[src/hw/rtl/carpi_pkg.sv]
// Shared types and constants for the cascaded angle/rate PI unit.
`default_nettype none

package carpi_pkg;

   // Field widths fixed by the register and stream layout.
   localparam int unsigned WORD_W  = 32;
   localparam int unsigned GAIN_W  = 31;
   localparam int unsigned INDEX_W = 3;

   // Register indexes of the configuration channel.
   localparam logic [INDEX_W-1:0] CSR_COMMAND_SCALE   = 3'd0;
   localparam logic [INDEX_W-1:0] CSR_RATE_LIMIT      = 3'd1;
   localparam logic [INDEX_W-1:0] CSR_ANGLE_KP        = 3'd2;
   localparam logic [INDEX_W-1:0] CSR_ANGLE_KI        = 3'd3;
   localparam logic [INDEX_W-1:0] CSR_ANGLE_INT_LIMIT = 3'd4;
   localparam logic [INDEX_W-1:0] CSR_RATE_KP         = 3'd5;
   localparam logic [INDEX_W-1:0] CSR_RATE_KI         = 3'd6;
   localparam logic [INDEX_W-1:0] CSR_RATE_INT_LIMIT  = 3'd7;

   // Register values after reset.
   localparam logic [GAIN_W-1:0] RST_COMMAND_SCALE   = 31'd0;
   localparam logic [GAIN_W-1:0] RST_RATE_LIMIT      = 31'h7FFF_FFFF;
   localparam logic [GAIN_W-1:0] RST_ANGLE_KP        = 31'd153;
   localparam logic [GAIN_W-1:0] RST_ANGLE_KI        = 31'd0;
   localparam logic [GAIN_W-1:0] RST_ANGLE_INT_LIMIT = 31'd7680;
   localparam logic [GAIN_W-1:0] RST_RATE_KP         = 31'd512;
   localparam logic [GAIN_W-1:0] RST_RATE_KI         = 31'd0;
   localparam logic [GAIN_W-1:0] RST_RATE_INT_LIMIT  = 31'd7680;

   // Sequencer steps, one-hot.
   typedef enum logic [12:0] {
      ST_IDLE    = 13'b0_0000_0000_0001,
      ST_MUL_CMD = 13'b0_0000_0000_0010,
      ST_WAIT    = 13'b0_0000_0000_0100,
      ST_ERR     = 13'b0_0000_0000_1000,
      ST_MUL_AKI = 13'b0_0000_0001_0000,
      ST_MUL_AKP = 13'b0_0000_0010_0000,
      ST_INT_A   = 13'b0_0000_0100_0000,
      ST_TGT     = 13'b0_0000_1000_0000,
      ST_RERR    = 13'b0_0001_0000_0000,
      ST_MUL_RKI = 13'b0_0010_0000_0000,
      ST_MUL_RKP = 13'b0_0100_0000_0000,
      ST_INT_R   = 13'b0_1000_0000_0000,
      ST_DRV     = 13'b1_0000_0000_0000
   } state_type;

   // Operation of the add and clamp unit.
   typedef struct packed {
      logic sub;   // x - y instead of x + y
      logic sat;   // clamp to the 32-bit range instead of +/-limit
   } alu_op_type;

endpackage

`default_nettype wire

[src/hw/rtl/carpi_alu.sv]
// Shared add/subtract unit with symmetric clamp or 32-bit saturation.
`default_nettype none

module carpi_alu (
   input  wire logic signed [carpi_pkg::WORD_W-1:0] x,
   input  wire logic signed [carpi_pkg::WORD_W-1:0] y,
   input  wire carpi_pkg::alu_op_type               op,
   input  wire logic        [carpi_pkg::GAIN_W-1:0] limit,
   output logic      signed [carpi_pkg::WORD_W-1:0] result
);

   localparam int unsigned SUM_W = carpi_pkg::WORD_W + 1;

   logic signed [SUM_W-1:0] x_ext;
   logic signed [SUM_W-1:0] y_ext;
   logic signed [SUM_W-1:0] sum;
   logic signed [SUM_W-1:0] bound_hi;
   logic signed [SUM_W-1:0] bound_lo;

   // The sum or difference of two 32-bit values always fits in 33 bits.
   assign x_ext = {x[carpi_pkg::WORD_W-1], x};
   assign y_ext = {y[carpi_pkg::WORD_W-1], y};
   assign sum   = op.sub ? (x_ext - y_ext) : (x_ext + y_ext);

   // Saturation has an asymmetric lower bound; the clamp is symmetric.
   always_comb begin
      if (op.sat) begin
         bound_hi = {2'b00, {(carpi_pkg::WORD_W-1){1'b1}}};
         bound_lo = {2'b11, {(carpi_pkg::WORD_W-1){1'b0}}};
      end else begin
         bound_hi = {2'b00, limit};
         bound_lo = -{2'b00, limit};
      end
   end

   always_comb begin
      if (sum > bound_hi) begin
         result = bound_hi[carpi_pkg::WORD_W-1:0];
      end else if (sum < bound_lo) begin
         result = bound_lo[carpi_pkg::WORD_W-1:0];
      end else begin
         result = sum[carpi_pkg::WORD_W-1:0];
      end
   end

endmodule

`default_nettype wire

[config.mk]
export PLATFORM = sky130hd
export DESIGN_NAME = carpi_alu
export DESIGN_NICKNAME = d
export VERILOG_FILES = /design/src/hw/rtl/carpi_pkg.sv /design/src/hw/rtl/carpi_alu.sv
export SDC_FILE = /design/constraint.sdc
export NUM_CORES = 1
export LEC_CHECK = 0
export ABC_AREA = 1
export BUFFER_PORTS_ARGS = -buffer_cell sky130_fd_sc_hd__buf_4
export CORE_ASPECT_RATIO = 0.7
export CORE_MARGIN = 2
export CORE_UTILIZATION = 50
export DETAILED_ROUTE_END_ITERATION = 6
export PLACE_DENSITY = 0.79
export SYNTH_ARGS = -nofsm -noshare
export SYNTH_HDL_FRONTEND = slang
export SYNTH_SLANG_ARGS = --single-unit
[constraint.sdc]
create_clock -name vclk -period 15.34
set_input_delay 1.534 -clock vclk [all_inputs]
set_output_delay 1.534 -clock vclk [all_outputs]
set_load 0.01 [all_outputs]
==> metrics.txt <==
standby leakage power=roughly 4.6 nW; warning count from the yosys run=0; number of vias in the routed layout=about 8900; Storage cell area=0 µm²; total of buffers placed on input and output ports=129; per-instance average area after synthesis=roughly 5.2 µm²; Period minus WS final=9.42 ns; total grt overflow=0; hold crit path type=in -> out; count of instances resized after the clock tree is built=0; Final Net Count=1622; largest net degree at the start of global routing=approximately 70; global routing usage summed across all routing layers=approximately 30%; worst path required time=~14 ns; maximum operating frequency=approximately 0.11 GHz; wire per inst=13.9 µm; arrival time at the worst endpoint=roughly 8 ns; Tightest Pin Transition=between 0.7 and 0.8 ns; fin crit share=approximately three fifths; peak supply drop=roughly 0.000055 V; Pint=roughly 230 µW; post-route antenna net violation count=0; starting utilization of the core area=roughly half; final hold violation count=0; setup violation total in the final timing report=0; maximum capacitance violations=0; post-route non-filler standard cell count=around 1600; master of the slowest instance on the critical path=sky130_fd_sc_hd__nand3_2; power per standard cell area=75.7 nW/µm²; combined area of the multi-input logic cells=a little under 6000 µm²; setup TNS after final layout=0 ns; unique cell type count in the Yosys netlist=50; vias in the first global route=~7800; overall routed net length=roughly 23 mm; synth-to-layout area growth=15.4%; placed instance count=approximately 1600; sequential area share after synthesis=0%; gate count of the mapped netlist=approximately 1300; fill count=approximately 1500; # Post-CTS Setup Buffers=0; commonest cells after routing, fill and taps aside=sky130_fd_sc_hd__nand2_1 (382), sky130_fd_sc_hd__inv_1 (225), sky130_fd_sc_hd__nor2_1 (156); most frequent standard cell in the layout excluding fill and tap cells=sky130_fd_sc_hd__nand2_1; reported net switching power=roughly 380 µW; I/O pin count=around 130; number of clock buffer instances in the layout=0; routability congestion estimate from global placement=roughly 1.0; Cell Area, Synth=~7000 µm²; logic gate share of total power=100.0%; vias per inst=roughly 5.5; Rel. slew slack=48.1%; vertical die dimension=103 µm; fraction of layout instances using a drive strength above 1=between 10% and 20%; drc violations=0; count of routing violations after the opening detailed-route iteration=880; sort of element at the end of the critical path=primary output; WS Path Type=in -> out; number of antenna violations at the first check in global routing=0; number of antenna repair diodes=0; unrepaired setup endpoints after global routing=false; Total Die Area=15000 µm²; max-slew violation total from the final report=0; clock network fraction of design power=0%; sum of net half-perimeters after detailed placement=about 19 mm; number of hold buffers added after CTS=0; crit path max fanout=32; switching share of power=around three fifths; first-pass GRT wire length=between 30 and 40 mm; core region area=about 14000 µm²; Most Frequent Cell on Critical Path=sky130_fd_sc_hd__nand2_1; Post-Syn Nets=1520; result of the run=finished clean; critical path's largest stage delay=~0.66 ns; startpoint type of the worst setup path=input port; drt pass-1 iters=6; num rows=36; Die Span X=145 µm; number of sequential cells in the layout=0; sequential share of power=0%
-- synthesized netlist by cell type (all sizes together), types with 3 or more instances --
cell type  number  area, µm²
nand4          37        231
o211ai          4       30.0
ha             88       1100
buf            15       90.1
nor4            4       25.0
a31o            3       26.3
o2111ai        31        272
xnor2           9       78.8
a21oi          56        295
xor2           40        350
inv           232        871
nor3b           3       27.5
clkbuf         17       63.8
nand2         400       1570
nand3         153        823
nor3           18        100
a31oi           3       18.8
nor2          172        711
o21ai          28        140
-- path summary, 6_finish.rpt --
kind              slack (ns)    endpoint       from  cells after the start
setup / recovery        5.92   result[8]       y[2]                     35
hold / removal          3.45  result[17]  limit[17]                      4
-- worst max-delay path: cells and delay by family --
kind	cells	cell delay (ns)
adder cells (fa/ha/maj)	2	0.68
AO/OA/AOI/OAI	5	0.98
buffers and inverters	6	0.83
AND/OR/NAND/NOR	21	3.67
XOR/XNOR	1	0.18
-- final cells by class --
type                       instances  share of cell area, %
timing repair buffer             132                   12.3
inverter                         233                   10.8
multi-input combinational       1069                   73.9
tap                              190                   2.95
-- cell families (layout without fill, tap and decap cells) --
family,Yosys count,after routing,synth area share (%)
compound gates,136,136,12.4
xor+xnor,49,49,6.14
fa+ha+maj,89,89,16.0
buf+inv,265,365,14.7
simple gates,795,795,50.7
-- metal layers --
layer / part of all wire, % / global-route usage [%]
met1: 47 / 43.3
met2: 42 / 48.5
met3: 10 / 2.70
met4: 1.3 / 4.98
met5: 0 / 0
-- power by group through the flow --
stage,Combinational (mW),Clock (mW),Sequential (mW)
final,0.611,0,0
after global routing,0.688,0,0
after CTS,0.601,0,0
after detailed placement,0.598,0,0
after global placement,0.590,0,0
after floorplan,0.418,0,0
-- stage by stage --
stage               hold slack (ns)  power [mW]  instance area (µm²)  setup slack (ns)  util [%]
floorplan                      3.26       0.418                 6990              7.68         -
global placement               3.45       0.590                 8070              6.25      58.5
detailed placement             3.46       0.598                 8070              6.13      58.5
CTS                            3.46       0.601                 8070              6.11      58.5
global route                   3.48       0.688                 8070              5.23      58.5
finish                         3.45       0.611                 8070              5.92      58.5
No activity file was read; power rests on OpenSTA's default activity.
