===== src/hw/rtl/carpi_pkg.sv =====
// Shared types and constants for the cascaded angle/rate PI unit.
`default_nettype none

package carpi_pkg;

   // Field widths fixed by the register and stream layout.
   localparam int unsigned WORD_W  = 32;
   localparam int unsigned GAIN_W  = 31;
   localparam int unsigned INDEX_W = 3;

   // Register indexes of the configuration channel.
   localparam logic [INDEX_W-1:0] CSR_COMMAND_SCALE   = 3'd0;
   localparam logic [INDEX_W-1:0] CSR_RATE_LIMIT      = 3'd1;
   localparam logic [INDEX_W-1:0] CSR_ANGLE_KP        = 3'd2;
   localparam logic [INDEX_W-1:0] CSR_ANGLE_KI        = 3'd3;
   localparam logic [INDEX_W-1:0] CSR_ANGLE_INT_LIMIT = 3'd4;
   localparam logic [INDEX_W-1:0] CSR_RATE_KP         = 3'd5;
   localparam logic [INDEX_W-1:0] CSR_RATE_KI         = 3'd6;
   localparam logic [INDEX_W-1:0] CSR_RATE_INT_LIMIT  = 3'd7;

   // Register values after reset.
   localparam logic [GAIN_W-1:0] RST_COMMAND_SCALE   = 31'd0;
   localparam logic [GAIN_W-1:0] RST_RATE_LIMIT      = 31'h7FFF_FFFF;
   localparam logic [GAIN_W-1:0] RST_ANGLE_KP        = 31'd153;
   localparam logic [GAIN_W-1:0] RST_ANGLE_KI        = 31'd0;
   localparam logic [GAIN_W-1:0] RST_ANGLE_INT_LIMIT = 31'd7680;
   localparam logic [GAIN_W-1:0] RST_RATE_KP         = 31'd512;
   localparam logic [GAIN_W-1:0] RST_RATE_KI         = 31'd0;
   localparam logic [GAIN_W-1:0] RST_RATE_INT_LIMIT  = 31'd7680;

   // Sequencer steps, one-hot.
   typedef enum logic [12:0] {
      ST_IDLE    = 13'b0_0000_0000_0001,
      ST_MUL_CMD = 13'b0_0000_0000_0010,
      ST_WAIT    = 13'b0_0000_0000_0100,
      ST_ERR     = 13'b0_0000_0000_1000,
      ST_MUL_AKI = 13'b0_0000_0001_0000,
      ST_MUL_AKP = 13'b0_0000_0010_0000,
      ST_INT_A   = 13'b0_0000_0100_0000,
      ST_TGT     = 13'b0_0000_1000_0000,
      ST_RERR    = 13'b0_0001_0000_0000,
      ST_MUL_RKI = 13'b0_0010_0000_0000,
      ST_MUL_RKP = 13'b0_0100_0000_0000,
      ST_INT_R   = 13'b0_1000_0000_0000,
      ST_DRV     = 13'b1_0000_0000_0000
   } state_type;

   // Operation of the add and clamp unit.
   typedef struct packed {
      logic sub;   // x - y instead of x + y
      logic sat;   // clamp to the 32-bit range instead of +/-limit
   } alu_op_type;

endpackage

`default_nettype wire


===== src/hw/rtl/carpi_ctrl.sv =====
// Step sequencer for one control tick of the cascaded PI unit.
`default_nettype none

module carpi_ctrl #(
   parameter bit RATE_ONLY_AXIS = 1'b0
) (
   input  wire logic                 clock,
   input  wire logic                 reset,
   input  wire logic                 start,
   input  wire logic                 out_free,
   output carpi_pkg::state_type      state
);

   carpi_pkg::state_type state_ff;
   carpi_pkg::state_type state_in;

   // Fixed walk through the steps; the last one waits for the output register.
   always_comb begin
      state_in = state_ff;
      case (state_ff)
         carpi_pkg::ST_IDLE: begin
            if (start) state_in = carpi_pkg::ST_MUL_CMD;
         end
         carpi_pkg::ST_MUL_CMD: state_in = carpi_pkg::ST_WAIT;
         carpi_pkg::ST_WAIT:    state_in = carpi_pkg::ST_ERR;
         carpi_pkg::ST_ERR: begin
            state_in = RATE_ONLY_AXIS ? carpi_pkg::ST_MUL_RKI : carpi_pkg::ST_MUL_AKI;
         end
         carpi_pkg::ST_MUL_AKI: state_in = carpi_pkg::ST_MUL_AKP;
         carpi_pkg::ST_MUL_AKP: state_in = carpi_pkg::ST_INT_A;
         carpi_pkg::ST_INT_A:   state_in = carpi_pkg::ST_TGT;
         carpi_pkg::ST_TGT:     state_in = carpi_pkg::ST_RERR;
         carpi_pkg::ST_RERR:    state_in = carpi_pkg::ST_MUL_RKI;
         carpi_pkg::ST_MUL_RKI: state_in = carpi_pkg::ST_MUL_RKP;
         carpi_pkg::ST_MUL_RKP: state_in = carpi_pkg::ST_INT_R;
         carpi_pkg::ST_INT_R:   state_in = carpi_pkg::ST_DRV;
         carpi_pkg::ST_DRV: begin
            if (out_free) state_in = carpi_pkg::ST_IDLE;
         end
         default: state_in = carpi_pkg::ST_IDLE;
      endcase
   end

   always_ff @(posedge clock) begin
      if (reset) begin
         state_ff <= carpi_pkg::ST_IDLE;
      end else begin
         state_ff <= state_in;
      end
   end

   assign state = state_ff;

endmodule

`default_nettype wire


===== config.mk =====
export PLATFORM = sky130hd
export DESIGN_NAME = carpi_ctrl
export DESIGN_NICKNAME = d
export VERILOG_FILES = /design/src/hw/rtl/carpi_pkg.sv /design/src/hw/rtl/carpi_ctrl.sv
export SDC_FILE = /design/constraint.sdc
export NUM_CORES = 1
export LEC_CHECK = 0
export BUFFER_PORTS_ARGS = -buffer_cell sky130_fd_sc_hd__buf_2
export CORE_UTILIZATION = 45
export DETAILED_ROUTE_END_ITERATION = 16
export PLACE_DENSITY = 0.71
export SYNTH_ARGS = -nofsm -noshare
export SYNTH_HDL_FRONTEND = slang
export SYNTH_SLANG_ARGS = --single-unit

===== constraint.sdc =====
create_clock -name clock -period 6.9 [get_ports clock]
set_clock_uncertainty 0.2 [all_clocks]
set_input_delay 1.035 -clock clock [delete_from_list [all_inputs] [get_ports clock]]
set_output_delay 1.035 -clock clock [all_outputs]
set_load 0.02 [all_outputs]

==> impl_metrics.tcl <==
set metrics [dict create \
    max-slew-margin-rel_pct 74.3 \
    antennaDiodeCount 0 \
    setup_repair_after_global_routing_missed_its_margin "no" \
    number_of_synthesized_flops_with_an_enable_pin 0 \
    internal-power_mw 0.123 \
    gp_routability_congestion 0.779 \
    root_buffer "sky130_fd_sc_hd__clkbuf_4" \
    multiInputGateArea_sq_um 370 \
    max-cap-violations 0 \
    flip_flop_count_of_the_largest_register_all_copies_and_words_added 13 \
    cellPowerDensity_nw_per_um2 236 \
    mappedNetlistNets 78 \
    cp.required_ns 6.87 \
    dp_slack_ns 4.42 \
    synth.area.mux_share_pct 0 \
    final-max-slew-violation-count 0 \
    power.switching_mw 0.0565 \
    dpl.hpwl_microns 974 \
    synth-seq-area-share_pct 40.3 \
    synth_fa_ha_area_share_pct 0 \
    synth_simple_gate_area_share_pct 37.6 \
    setup_violations 0 \
    use_met3_pct 8.52 \
    dieArea_sq_um 1590 \
    chipWidth_microns 39.9 \
    combinational_family_with_the_most_area_after_synthesis "simple AND/OR/NAND/NOR gates" \
    post_synth_num_cell_types 28 \
    layout-area-overhead-vs-synth_pct 17.6 \
    setup-tns-final_ns 0 \
    power.combinational.fraction_pct 25.6 \
    cts-root-to-sink-buffers 2 \
    syn-instance-count 74 \
    number_of_antenna_violations_at_the_first_check_in_global_routing 0 \
    initial_utilization_pct 49.0 \
    cts_tree "yes" \
    end_kind "register" \
    grt.total_usage_pct 19.1 \
    dr_total_vias 604 \
    fin_hold_ws_ns 0.292 \
    power_leakage_nw 0.351 \
    globalRouteMet2Util_pct 31.5 \
    cts-buffers-inserted 3 \
    fin_util_pct 57.6 \
    globalRoute.totalOverflow 0 \
    drt_first_iter_violations 34 \
    design.core.area_sq_um 1320 \
    slack_of_the_worst_reg_to_reg_path_ns 4.54 \
    period_needed_ns 2.36 \
    postCtsResizedCells 0 \
    drive_gt1_share_pct 25.8 \
    htreeDepth 1 \
    top_level_ports 17 \
    result_of_the_run "completed" \
    grt_pass1_wl_microns 1960 \
    timing.critical_path.from_type "register" \
    worst_slew_pin_slew_ns 0.376 \
    ant_nets 0 \
    synth.ff_latch_count 13 \
    final.setup.worst_slack_ns 4.54 \
    finalHoldViolCount 0 \
    syn_area_sq_um 646 \
    nFillCells 118 \
    max_freq_mhz 423 \
    final_stage_net_count 98 \
    dr.pass1.iters 4 \
    crit_path_max_fanout 10 \
    netSwitchingFraction_pct 31.5 \
    clock-sinks 13 \
    setup.worst_path.class "reg2reg" \
    fraction_of_power_consumed_by_the_clock_network_pct 25.9 \
    buffer_ports.inserted 16 \
    vdd.ir_drop.worst_mv 0.154 \
    fp-row-count 13 \
    postRouteWirelength_microns 1350 \
    wl_per_cell_microns 12.5 \
    yosys_warnings 0 \
    avgViaCountPerCell 5.59 \
    die_h_microns 39.9 \
    postSynth.topFlopCell "sky130_fd_sc_hd__dfxtp_1" \
    top_usage_layer "met2" \
    synth_compound_area_share_pct 14.3 \
    power.share.sequential_pct 48.5 \
    grt_max_degree 11 \
    grtUsageMet1_pct 21.8 \
    cts.reportedPaths.clkPinSlew_ns 0.08 \
    timing.final.crit_share_pct 34.2 \
    post-cts-setup-buffer-count 0 \
    fin_total_pwr_mw 0.179 \
    storage_cell_area_sq_um 260 \
    hold_path.class "reg2reg" \
    cts_hold_repair.buffers 0 \
    syn_area_per_cell_sq_um 8.72 \
    number_of_global_route_vias_before_repair 480 \
    synth-xor-area-share_pct 5.43 \
    source_to_sink_clock_delay_at_the_later_pin_of_the_worst_skew_pair_ns 0.28 \
    fraction_of_registers_with_async_set_reset_pct 0 \
    cp.arrival_ns 2.33 \
    remaining_drc_errors 0 \
]
[path summary, 6_finish.rpt]
path,from,endpoint,cells after the start
hold / removal,state[8]$_SDFFE_PP0P_,state[9]$_SDFFE_PP0P_,2
hold reg to reg,state[8]$_SDFFE_PP0P_,state[9]$_SDFFE_PP0P_,2
setup / recovery,state[0]$_SDFFE_PP1P_,state[0]$_SDFFE_PP1P_,5
setup reg to reg,state[0]$_SDFFE_PP1P_,state[0]$_SDFFE_PP1P_,5
[metal layers]
| metal | vias up | wire, microns |
|---|---|---|
| li1 | 315 | - |
| met1 | 263 | 648 |
| met2 | 22 | 609 |
| met3 | 4 | 74 |
| met4 | 0 | 21 |
| met5 | - | 0 |
[critical path, stage by stage (launching register included)]
cell                       delay [ns]
sky130_fd_sc_hd__dfxtp_1         0.40
sky130_fd_sc_hd__or4_4           0.60
sky130_fd_sc_hd__or3b_4          0.40
sky130_fd_sc_hd__a211oi_2        0.28
sky130_fd_sc_hd__a211oi_1        0.08
sky130_fd_sc_hd__a221o_1         0.30
[power groups by stage]
stage,clock network (mW),registers (mW),logic (mW)
floorplan,0,0.0895,0.0364
CTS,0.0481,0.0869,0.0452
global placement,0,0.0884,0.0449
detailed placement,0,0.0888,0.0449
finish,0.0463,0.0869,0.0458
global route,0.0505,0.0877,0.0503
[cell type report]
cell class,count,share of cell area [%]
clock buffers,4,3.46
inverters,1,0.494
multi-input cells,59,48.8
flip-flops and latches,13,34.3
well taps,15,2.47
repair buffers,16,10.5
[Yosys cell counts (all sizes together), types with 2 or more instances]
cell    number  share of area (%)
xor2         4                5.4
or4          2                2.9
nand3        3                2.3
nor3b        6                7.0
a211oi       2                3.1
or2          2                1.9
a21oi        2                1.6
nand2        6                3.5
o21ai        7                5.4
dfxtp       13                 40
nor3         5                3.9
or3          3                3.1
nor2         8                4.7
[layout by cell type, fill, tap and decap left out]
| cell type | count |
|---|---|
| sky130_fd_sc_hd__or3_1 | 2 |
| sky130_fd_sc_hd__and3_1 | 1 |
| sky130_fd_sc_hd__or2_1 | 1 |
| sky130_fd_sc_hd__o21ai_0 | 7 |
| sky130_fd_sc_hd__clkbuf_1 | 1 |
| sky130_fd_sc_hd__nor3b_1 | 6 |
| sky130_fd_sc_hd__dfxtp_1 | 13 |
| sky130_fd_sc_hd__or4_1 | 1 |
| sky130_fd_sc_hd__o32ai_1 | 1 |
| sky130_fd_sc_hd__and4b_1 | 1 |
| sky130_fd_sc_hd__inv_1 | 1 |
| sky130_fd_sc_hd__or4_4 | 1 |
| sky130_fd_sc_hd__nor4b_1 | 1 |
| sky130_fd_sc_hd__clkbuf_4 | 3 |
| sky130_fd_sc_hd__or2_2 | 1 |
| sky130_fd_sc_hd__a21oi_1 | 2 |
| sky130_fd_sc_hd__a2111oi_0 | 1 |
| sky130_fd_sc_hd__a211oi_2 | 1 |
| sky130_fd_sc_hd__buf_2 | 16 |
| sky130_fd_sc_hd__and4_1 | 1 |
| sky130_fd_sc_hd__nor3_1 | 5 |
| sky130_fd_sc_hd__nand3_1 | 3 |
| sky130_fd_sc_hd__nor2_1 | 8 |
| sky130_fd_sc_hd__a221o_1 | 1 |
| sky130_fd_sc_hd__nand2_1 | 6 |
| sky130_fd_sc_hd__nand4b_1 | 1 |
| sky130_fd_sc_hd__xor2_1 | 4 |
| sky130_fd_sc_hd__or3b_4 | 1 |
| sky130_fd_sc_hd__a211oi_1 | 1 |
| sky130_fd_sc_hd__or3_2 | 1 |
[logic make-up (layout without fill, tap and decap cells)]
family          after synthesis  after routing
simple gates                 41             41
compound gates               14             14
flops                        13             13
xor+xnor                      4              4
buf+inv                       2             21
[metrics by stage]
step                      cells  instance area (sq um)
after CTS                   108                    759
final                       108                    759
after detailed placement    104                    733
after global routing        108                    759
after global placement      104                    733
after floorplan              74                    646
Note: power is estimated with default switching activity, not from simulation.
